`config.mk`:
```
export PLATFORM = sky130hd
export DESIGN_NAME = selection_sort_engine
export DESIGN_NICKNAME = d
export VERILOG_FILES = /design/src/hw/rtl/ssort_pkg.sv /design/src/hw/rtl/ssort_ram.sv /design/src/hw/rtl/selection_sort_engine.sv
export SDC_FILE = /design/constraint.sdc
export NUM_CORES = 2
export LEC_CHECK = 0
export BUFFER_PORTS_ARGS = -buffer_cell sky130_fd_sc_hd__buf_4
export CAP_MARGIN = 20
export CORE_MARGIN = 8
export CORE_UTILIZATION = 30
export CTS_BUF_LIST = sky130_fd_sc_hd__clkbuf_4
export DETAILED_ROUTE_END_ITERATION = 7
export PLACE_DENSITY = 0.43
export SLEW_MARGIN = 20
export SYNTH_ARGS = -nofsm -noshare
export SYNTH_HDL_FRONTEND = slang
export SYNTH_HIERARCHICAL = 1
export SYNTH_SLANG_ARGS = --single-unit
```
`constraint.sdc`:
```
create_clock -name i_clk -period 6.9 [get_ports i_clk]
set_clock_uncertainty 0.1 [all_clocks]
set_input_delay 0.345 -clock i_clk [delete_from_list [all_inputs] [get_ports i_clk]]
set_output_delay 0.345 -clock i_clk [all_outputs]
set_load 0.02 [all_outputs]
```
`src/hw/rtl/ssort_pkg.sv`:
```
// shared constants and types of the selection sort engine
package ssort_pkg;

    localparam int MAX_ITEMS = 64;
    localparam int DATA_W    = 32;
    localparam int IDX_W     = $clog2(MAX_ITEMS);
    localparam int CNT_W     = $clog2(MAX_ITEMS + 1);

    typedef logic signed [DATA_W-1:0] t_data;
    typedef logic [IDX_W-1:0]         t_idx;
    typedef logic [CNT_W-1:0]         t_cnt;

endpackage

```
`src/hw/rtl/ssort_ram.sv`:
```
// generic single-port-write, single-port-read ram with registered read data
module ssort_ram #(
    parameter int WIDTH = 32,
    parameter int DEPTH = 64
) (
    input  logic                     i_clk,
    input  logic                     i_we,
    input  logic [$clog2(DEPTH)-1:0] i_waddr,
    input  logic [WIDTH-1:0]         i_wdata,
    input  logic [$clog2(DEPTH)-1:0] i_raddr,
    output logic [WIDTH-1:0]         o_rdata
);

    logic [WIDTH-1:0] r_mem [DEPTH];

    always_ff @(posedge i_clk) begin
        if (i_we) begin
            r_mem[i_waddr] <= i_wdata;
        end
        o_rdata <= r_mem[i_raddr];
    end

endmodule

```
`src/hw/rtl/selection_sort_engine.sv`:
```
// selection sort engine: load, in-place selection sort over a ram, ordered emit
// Values are loaded one per cycle while o_ready is high; the transaction with
// i_is_last set starts the sort over the n stored values (at most MAX_ITEMS,
// extra values are dropped and flagged on every result). The sort walks the
// store through the single ram read port: for each position p up to n-2 it scans
// p to n-1 for the smallest value, then swaps it into p with two ram writes.
// The results then leave in order (a single value skips the sort). The block
// takes no input from the last load until the final result is taken.
module selection_sort_engine
    import ssort_pkg::*;
(
    input  logic              i_clk,
    input  logic              i_rst_n,
    input  logic              i_valid,
    output logic              o_ready,
    input  logic signed [31:0] i_value,
    input  logic              i_is_last,
    output logic              o_valid,
    input  logic              i_ready,
    output logic signed [31:0] o_sorted_value,
    output logic              o_is_final,
    output logic              o_overflowed
);

    typedef enum logic [2:0] {
        S_LOAD,
        S_SCAN,
        S_SWAP_A,
        S_SWAP_B,
        S_EMIT_RD,
        S_EMIT_CAP,
        S_EMIT_OUT
    } t_state;

    t_state r_state, n_state;
    t_cnt   r_count, n_count;
    logic   r_ovf, n_ovf;
    t_idx   r_pos, n_pos;
    t_cnt   r_scan, n_scan;
    t_idx   r_ridx, n_ridx;
    logic   r_pend, n_pend;
    logic   r_first, n_first;
    t_idx   r_best_idx, n_best_idx;
    t_data  r_best_val, n_best_val;
    t_data  r_pos_val, n_pos_val;
    t_idx   r_k, n_k;
    t_data  r_out_val, n_out_val;
    logic   r_out_final, n_out_final;
    logic   r_out_ovf, n_out_ovf;

    logic  ram_we;
    t_idx  ram_waddr;
    t_data ram_wdata;
    t_idx  ram_raddr;
    logic [DATA_W-1:0] ram_rdata;
    t_data rd_val;
    t_cnt  cnt_after;

    assign rd_val = t_data'(ram_rdata);

    ssort_ram #(
        .WIDTH(DATA_W),
        .DEPTH(MAX_ITEMS)
    ) u_store (
        .i_clk  (i_clk),
        .i_we   (ram_we),
        .i_waddr(ram_waddr),
        .i_wdata(ram_wdata),
        .i_raddr(ram_raddr),
        .o_rdata(ram_rdata)
    );

    always_comb begin
        n_state     = r_state;
        n_count     = r_count;
        n_ovf       = r_ovf;
        n_pos       = r_pos;
        n_scan      = r_scan;
        n_ridx      = r_ridx;
        n_pend      = r_pend;
        n_first     = r_first;
        n_best_idx  = r_best_idx;
        n_best_val  = r_best_val;
        n_pos_val   = r_pos_val;
        n_k         = r_k;
        n_out_val   = r_out_val;
        n_out_final = r_out_final;
        n_out_ovf   = r_out_ovf;
        ram_we      = 1'b0;
        ram_waddr   = r_pos;
        ram_wdata   = r_best_val;
        ram_raddr   = r_k;
        cnt_after   = r_count;

        unique case (r_state)
            S_LOAD: begin
                if (i_valid) begin
                    if (r_count < t_cnt'(MAX_ITEMS)) begin
                        ram_we    = 1'b1;
                        ram_waddr = r_count[IDX_W-1:0];
                        ram_wdata = i_value;
                        cnt_after = r_count + t_cnt'(1);
                    end else begin
                        n_ovf = 1'b1;
                    end
                    n_count = cnt_after;
                    if (i_is_last) begin
                        n_k = '0;
                        if (cnt_after == t_cnt'(1)) begin
                            n_state = S_EMIT_RD;
                        end else begin
                            n_pos   = '0;
                            n_scan  = '0;
                            n_pend  = 1'b0;
                            n_first = 1'b1;
                            n_state = S_SCAN;
                        end
                    end
                end
            end
            S_SCAN: begin
                // rdata belongs to the address issued in the previous cycle
                if (r_pend) begin
                    if (r_first) begin
                        n_best_val = rd_val;
                        n_pos_val  = rd_val;
                        n_best_idx = r_ridx;
                        n_first    = 1'b0;
                    end else if (rd_val < r_best_val) begin
                        n_best_val = rd_val;
                        n_best_idx = r_ridx;
                    end
                end
                if (r_scan < r_count) begin
                    ram_raddr = r_scan[IDX_W-1:0];
                    n_ridx    = r_scan[IDX_W-1:0];
                    n_scan    = r_scan + t_cnt'(1);
                    n_pend    = 1'b1;
                end else begin
                    n_pend = 1'b0;
                    if (!r_pend) begin
                        n_state = S_SWAP_A;
                    end
                end
            end
            S_SWAP_A: begin
                ram_we    = 1'b1;
                ram_waddr = r_best_idx;
                ram_wdata = r_pos_val;
                n_state   = S_SWAP_B;
            end
            S_SWAP_B: begin
                ram_we    = 1'b1;
                ram_waddr = r_pos;
                ram_wdata = r_best_val;
                // the last position needs no pass of its own
                if (t_cnt'(r_pos) + t_cnt'(2) == r_count) begin
                    n_k     = '0;
                    n_state = S_EMIT_RD;
                end else begin
                    n_pos   = r_pos + t_idx'(1);
                    n_scan  = t_cnt'(r_pos) + t_cnt'(1);
                    n_pend  = 1'b0;
                    n_first = 1'b1;
                    n_state = S_SCAN;
                end
            end
            S_EMIT_RD: begin
                ram_raddr = r_k;
                n_state   = S_EMIT_CAP;
            end
            S_EMIT_CAP: begin
                n_out_val   = rd_val;
                n_out_final = (t_cnt'(r_k) == r_count - t_cnt'(1));
                n_out_ovf   = r_ovf;
                n_state     = S_EMIT_OUT;
            end
            S_EMIT_OUT: begin
                if (i_ready) begin
                    if (r_out_final) begin
                        n_count = '0;
                        n_ovf   = 1'b0;
                        n_state = S_LOAD;
                    end else begin
                        n_k     = r_k + t_idx'(1);
                        n_state = S_EMIT_RD;
                    end
                end
            end
            default: begin
                n_state = S_LOAD;
            end
        endcase
    end

    always_ff @(posedge i_clk) begin
        if (!i_rst_n) begin
            r_state <= S_LOAD;
            r_count <= '0;
            r_ovf   <= 1'b0;
            r_pend  <= 1'b0;
            r_first <= 1'b0;
        end else begin
            r_state <= n_state;
            r_count <= n_count;
            r_ovf   <= n_ovf;
            r_pend  <= n_pend;
            r_first <= n_first;
        end
        r_pos       <= n_pos;
        r_scan      <= n_scan;
        r_ridx      <= n_ridx;
        r_best_idx  <= n_best_idx;
        r_best_val  <= n_best_val;
        r_pos_val   <= n_pos_val;
        r_k         <= n_k;
        r_out_val   <= n_out_val;
        r_out_final <= n_out_final;
        r_out_ovf   <= n_out_ovf;
    end

    assign o_ready        = (r_state == S_LOAD);
    assign o_valid        = (r_state == S_EMIT_OUT);
    assign o_sorted_value = r_out_val;
    assign o_is_final     = r_out_final;
    assign o_overflowed   = r_out_ovf;

endmodule

```
## Yosys cells after proc, flatten, opt, wreduce, memory -nomap -nowiden

Memory sizes are Yosys's and may differ from the RTL's. A register that Yosys moved wholly into a read port is not among the register bits.
Cells that the tools add are included.

- Add/sub/neg operators: 7
- $lt $le $gt $ge: 3
- Equality and inequality tests: 22
- Multiplexer cells: 67
- Reductions and logical operators: 18

Operators with widths:

| operator | count |
|---|---|
| 32-bit 2-to-1 mux | 4 |
| 6-bit 2-to-1 mux | 15 |
| 7-bit 2-to-1 mux | 11 |
| 32-bit one-hot mux with 2 select lines | 1 |
| 32-bit < comparator | 1 |
| 3-bit 2-to-1 mux | 8 |
| 6-bit one-hot mux with 2 select lines | 2 |
| 3-bit one-hot mux with 7 select lines | 1 |
| 7-bit one-hot mux with 3 select lines | 1 |
| 2-bit inequality test, second input constant | 10 |
| 5-bit AND reduction | 4 |
| 1-bit 2-to-1 mux | 18 |
| 6-bit one-hot mux with 3 select lines | 1 |
| 6-bit AND reduction | 3 |
| 7-bit by 1-bit adder with 7-bit output, second input constant | 2 |
| 7-bit one-hot mux with 2 select lines | 1 |
| 6-bit by 1-bit adder with 6-bit output, second input constant | 2 |
| 3-bit equality test, second input constant | 3 |
| 6-bit by 1-bit adder with 7-bit output, second input constant | 1 |
| 6-bit by 2-bit adder with 7-bit output, second input constant | 1 |
| 6-bit by 7-bit equality test with 1-bit output | 1 |
| 7-bit by 1-bit equality test with 1-bit output, second input constant | 1 |
| 7-bit equality test | 1 |
| 7-bit < comparator | 1 |
| 14 further kinds | 23 |

- Flip-flop bits (word level): 142
- RAM bits: 2048
- Bits of input ports: 37
- Output and inout port bits: 36
- Word-level logic and storage cells: 133
- Memories: 1

Memories:

| name | words | bits a word | rd ports | clocked after Yosys merged registers in | wr ports | RTL line | text |
|---|---|---|---|---|---|---|---|
| u_store.r_mem | 64 | 32 | 1 | 1 | 1 | ssort_ram.sv:14 | `logic [WIDTH-1:0] r_mem [DEPTH];` |

## Longest topological paths before layout

- Word-level depth: 9
- Gate-level depth with buffers: 18
- Mapped depth without buffers: 12

## Modules after synthesis

Netlist, hierarchy kept.

By module, submodules not included:

| module | instances | cells each | area an instance (sq um) |
|---|---|---|---|
| ssort_ram | 1 | 3324 | 78505.3 |
| selection_sort_engine | 1 | 649 | 7239.4 |

## Worst setup path before layout

OpenSTA, ideal clock, no wires.

- Kind: register -> register
- Start point: register r_state[2]
- End point: memory u_store.r_mem[48][0] (enable)
- Arrival time: 4.527 ns
- Data required time: 6.339 ns
- Setup slack: 1.812 ns
- Stages on the path, launching flop included: 14
- Period minus slack after synthesis: 5.088 ns
- Cell sequence: dfxtp_1 > buf_2 > nor3_2 > nand2_1 > nor2_1 > nor2_1 > clkbuf_1 > clkbuf_1 > nand2_1 > nand2_1 > clkbuf_1 > nor2b_1 > nand4b_1 > nor3_1

RTL lines:

| element | RTL line | text |
|---|---|---|
| from (decl) | selection_sort_engine.sv:35 | `t_state r_state, n_state;` |
| from (signal assigned) | selection_sort_engine.sv:204 | `r_state <= n_state;` |
| 3-bit zero test | n/a |  |
| named net o_ready | selection_sort_engine.sv:15 | `output logic o_ready,` |
| 6-bit one-hot mux with 2 select lines | selection_sort_engine.sv:95 | `unique case (r_state)` |
| named net ram_waddr[3] | selection_sort_engine.sv:52 | `t_idx ram_waddr;` |
| to (decl) | ssort_ram.sv:14 |  |

The timed path passes the listed nets, and every way through them passes these cells.

## Worst setup path in the final report

- Start point: register r_count[4]
- End point: register u_store.o_rdata[15], read port of u_store.r_mem

- Word-level cells in the longest chain between the ends: 3

Ends and longest elaborated chain:

| element | RTL line | text |
|---|---|---|
| from (decl) | selection_sort_engine.sv:36 | `t_cnt r_count, n_count;` |
| from (signal assigned) | selection_sort_engine.sv:205 | `r_count <= n_count;` |
| 7-bit < comparator | selection_sort_engine.sv:134 | `if (r_scan < r_count) begin` |
| 6-bit 2-to-1 mux | selection_sort_engine.sv:134 |  |
| 6-bit 2-to-1 mux | selection_sort_engine.sv:95 |  |
| named net ram_raddr[0] | selection_sort_engine.sv:54 | `t_idx ram_raddr;` |
| to (decl) | ssort_ram.sv:11 | `output logic [WIDTH-1:0] o_rdata` |

The timed path passes the listed nets, and every way through them passes these cells.
A chain may end at the register's enable or synchronous reset.

==> results.txt <==
DRT antenna net count: 0
Setup violations, final: 0
GRT overflow: 0
Post-DP HPWL: 154600 um
Post-cts sizing count: 0
Site row count: 196
Initial DRC Count: 3939
Area Growth Syn to Fin: 17.96%
CTS buffer count: 610
Die Wd: 550.6 um
Top post-synthesis cells by area: edfxtp_1 76%, mux4_2 14%, mux2i_1 1.1%
Synth warn: 6
Syn avg cell area: 21.58 um2
Routed wire length: 264900 um
DR vias/cell: 4.970
Largest area contributor in the netlist: edfxtp_1
CP Max Fanout: 29
Worst Tran Pin Value: 1.166 ns
Clock sinks: 2222
Worst slew margin: 22.30%
Max-slew violations: 0
Clock-pin slew on the worst setup and hold paths: 0.05 ns
CP arrival: 7.22 ns
Placed Area: 92940 um2
Largest net degree at the start of global routing: 65
Ports: 73
I/O Buffers: 72
Finished Core Util: 35.52%
CP Class: flip-flop to flip-flop
Maximum resistive drop on vdd: 0.4310 mV
Lkg Pwr: 32.50 nW
Worst reg2reg endpoint: u_store/o_rdata[15]$_DFF_P_
CORE AREA: 284700 um2
Filler cells: 26654
R2R Path Start: r_count[4]$_SDFFE_PN0P_
CTS H-tree depth: 6
Outcome: finished clean
Worst setup path end: u_store/o_rdata[15]$_DFF_P_
Tmin final: 6.247 ns
CP required: 7.87 ns
Fmax: 0.1601 GHz
Reg2reg setup slack: 0.65 ns
Ys flop type: edfxtp_1
Max-Cap Viols: 0
HP Class: primary input to flip-flop
Post-Syn Instances: 3973
Hold Vio Cnt, Final: 0
RSZ-0062 raised after global routing: false
GRT Overall Usage: 17.11%
Final net count: 4806
Die footprint: 303200 um2
WL/cell: 29.62 um
Post-synthesis sequential area ratio: 77.29%
Post-CTS Setup Bufs: 0
Initial antenna violation count: 16
Share of layout cells above drive strength 1: 37.56%
Netlist cell types: 69
Vias in the first global route: 46873
Setup crit end kind: flip-flop
Synth Register Bits: 2222
Maximum clock path buffer count: 4
Total vias in the final route: 44441
Global-route wire length before repair: 367700 um
R2R cell count: 12
Initial core utilization: 30.12%
Post-synth ARST share: 0%
Final worst path period share: 90.53%
Gpl congestion: 0.7692
Post-synth EDFFs: 2177
Worst Setup SP: r_count[4]$_SDFFE_PN0P_
Cell area after layout: 101100 um2
First-pass DRT Iterations: 5
Startpoint Class: flip-flop
Area of the mapped netlist: 85740 um2
Synth top area share: 76.24%
Clock Tree Root: clkbuf_4
Syn_nets: 4053
Post-route DRC violation count: 0
Post-route setup TNS: 0 ns
CTS tree: yes
WHS: 0.2520 ns
Power Density: 470.7 nW/um2
Die span in y: 550.6 um
Worst-Skew Late Latency: 1.28 ns
timing repair:
item | 4_1_cts | 5_1_grt
endpoints found under the hold margin | 1604 | 0
endpoints found under the setup margin | 0 | 0
hold buffers | 43 | 0
cells in the mapped netlist, types with 8 or more instances:
cell	n
a22oi_1	51
nand3_1	30
xnor2_1	17
nand3b_1	8
mux2_2	8
nor2b_1	17
dfxtp_1	45
a311oi_1	9
xor2_1	13
mux4_2	544
edfxtp_1	2177
o22ai_1	84
buf_1	23
inv_1	44
nor3_1	14
nand2_1	133
clkbuf_1	96
o21ai_0	14
a21oi_1	89
ha_1	43
and2_1	8
nand2b_1	14
mux2i_1	98
nand4_1	11
buf_4	21
buf_2	68
o221ai_1	27
nor2_1	179
critical path: stages, from the launching register on:
cell	delay [ns]
dfxtp_1	0.57
inv_1	0.15
ha_1	0.33
a21o_1	0.16
a221oi_1	0.33
o211a_1	0.78
mux2_8	0.63
buf_12	0.34
buf_4	0.35
mux4_2	0.56
mux4_2	0.54
o22ai_1	0.91
nor2_1	0.18
how the worst min path moves through the flow:
stage               cells past startpoint                 endpoint           startpoint  slack (ns)
detailed placement                      0  r_best_idx[5]$_DFFE_PP_  r_ridx[5]$_DFFE_PP_        0.31
global route                            5  r_count[5]$_SDFFE_PN0P_              i_valid        0.14
global placement                        0  r_best_idx[5]$_DFFE_PP_  r_ridx[5]$_DFFE_PP_        0.30
CTS                                     5  r_count[5]$_SDFFE_PN0P_              i_valid        0.02
finish                                  5  r_count[5]$_SDFFE_PN0P_              i_valid        0.25
floorplan                               0  r_best_idx[0]$_DFFE_PP_  r_ridx[0]$_DFFE_PP_        0.30
placed cells by master, fill, tap and decap left out, drive strengths merged, types with 10 or more instances in the layout:
cell and instances:
o22ai 84, clkinv 109, edfxtp 2177, diode 10
mux2i 98, nand2b 14, clkbuf 908, nand4 11
o221ai 27, xor2 13, dfxtp 45, ha 43
nor2 181, inv 65, nand2 133, a21oi 89
xnor2 17, a22oi 51, nor3 15, o21ai 15
nor2b 17, dlygate4sd3 43, mux4 544, nand3 31
buf 312
per-stage QoR:
step	cells	setup WS (ns)	total power, mW
2_1_floorplan	3973	1.812	28.39
3_3_place_gp	7832	0.5735	36.25
3_5_place_dp	7832	0.6429	36.36
4_1_cts	8931	0.6108	48.45
5_1_grt	8933	0.4666	49.80
6_report	8942	0.6531	47.61
state kept, by name, indices dropped and copies added, names as in the netlist:
signal	flops
u_store/o_rdata	32
r_pos_val	32
r_count	7
r_state	3
r_best_idx	6
r_ovf	1
o_sorted_value	32
o_overflowed	1
r_ridx	6
o_is_final	1
u_store/r_mem	2048
r_pend	1
r_scan	7
r_k	6
r_best_val	32
r_first	1
r_pos	6
power breakdown:
| part | internal, mW | switching (mW) | total [mW] |
|---|---|---|---|
| registers | 18.2 | 0.542 | 18.7 |
| clock network | 6.35 | 5.55 | 11.9 |
| logic | 5.83 | 11.2 | 17.0 |
kinds of logic (layout without fill, tap and decap cells):
family,count (synthesis),count (layout),synth area share (%)
and+or+nand+nor,450,450,2.360
DFF,2222,2222,77.29
buffers and inverters,258,1455,1.373
AOI/OAI and AO/OA,320,320,2.504
adders and majority gates,43,43,0.6275
muxes,650,650,15.54
xor gates and xnor gates,30,30,0.3064
other,0,10,0
final cells by class:
| cell class | count | area (um2) | share of cell area [%] |
|---|---|---|---|
| antenna | 10 | 25.02 | 0.02474 |
| clock buffer | 908 | 6817 | 6.739 |
| clock inverter | 148 | 922.1 | 0.9117 |
| inverter | 44 | 165.2 | 0.1633 |
| multi-input combinational | 1493 | 18970 | 18.76 |
| sequential | 2222 | 66270 | 65.52 |
| tap | 3762 | 4707 | 4.654 |
| timing repair buffer | 355 | 3264 | 3.227 |
metal layers:
metal	routed length (um)	global-route usage, %	vias to the layer above	share of wire, %
li1	-	-	18592	-
met1	116100	23.20	24062	44
met2	130300	28.60	1461	49
met3	14320	3.191	326	5.4
met4	4124	4.051	0	1.6
met5	0	0	-	0
No activity file was read; power rests on OpenSTA's default activity.
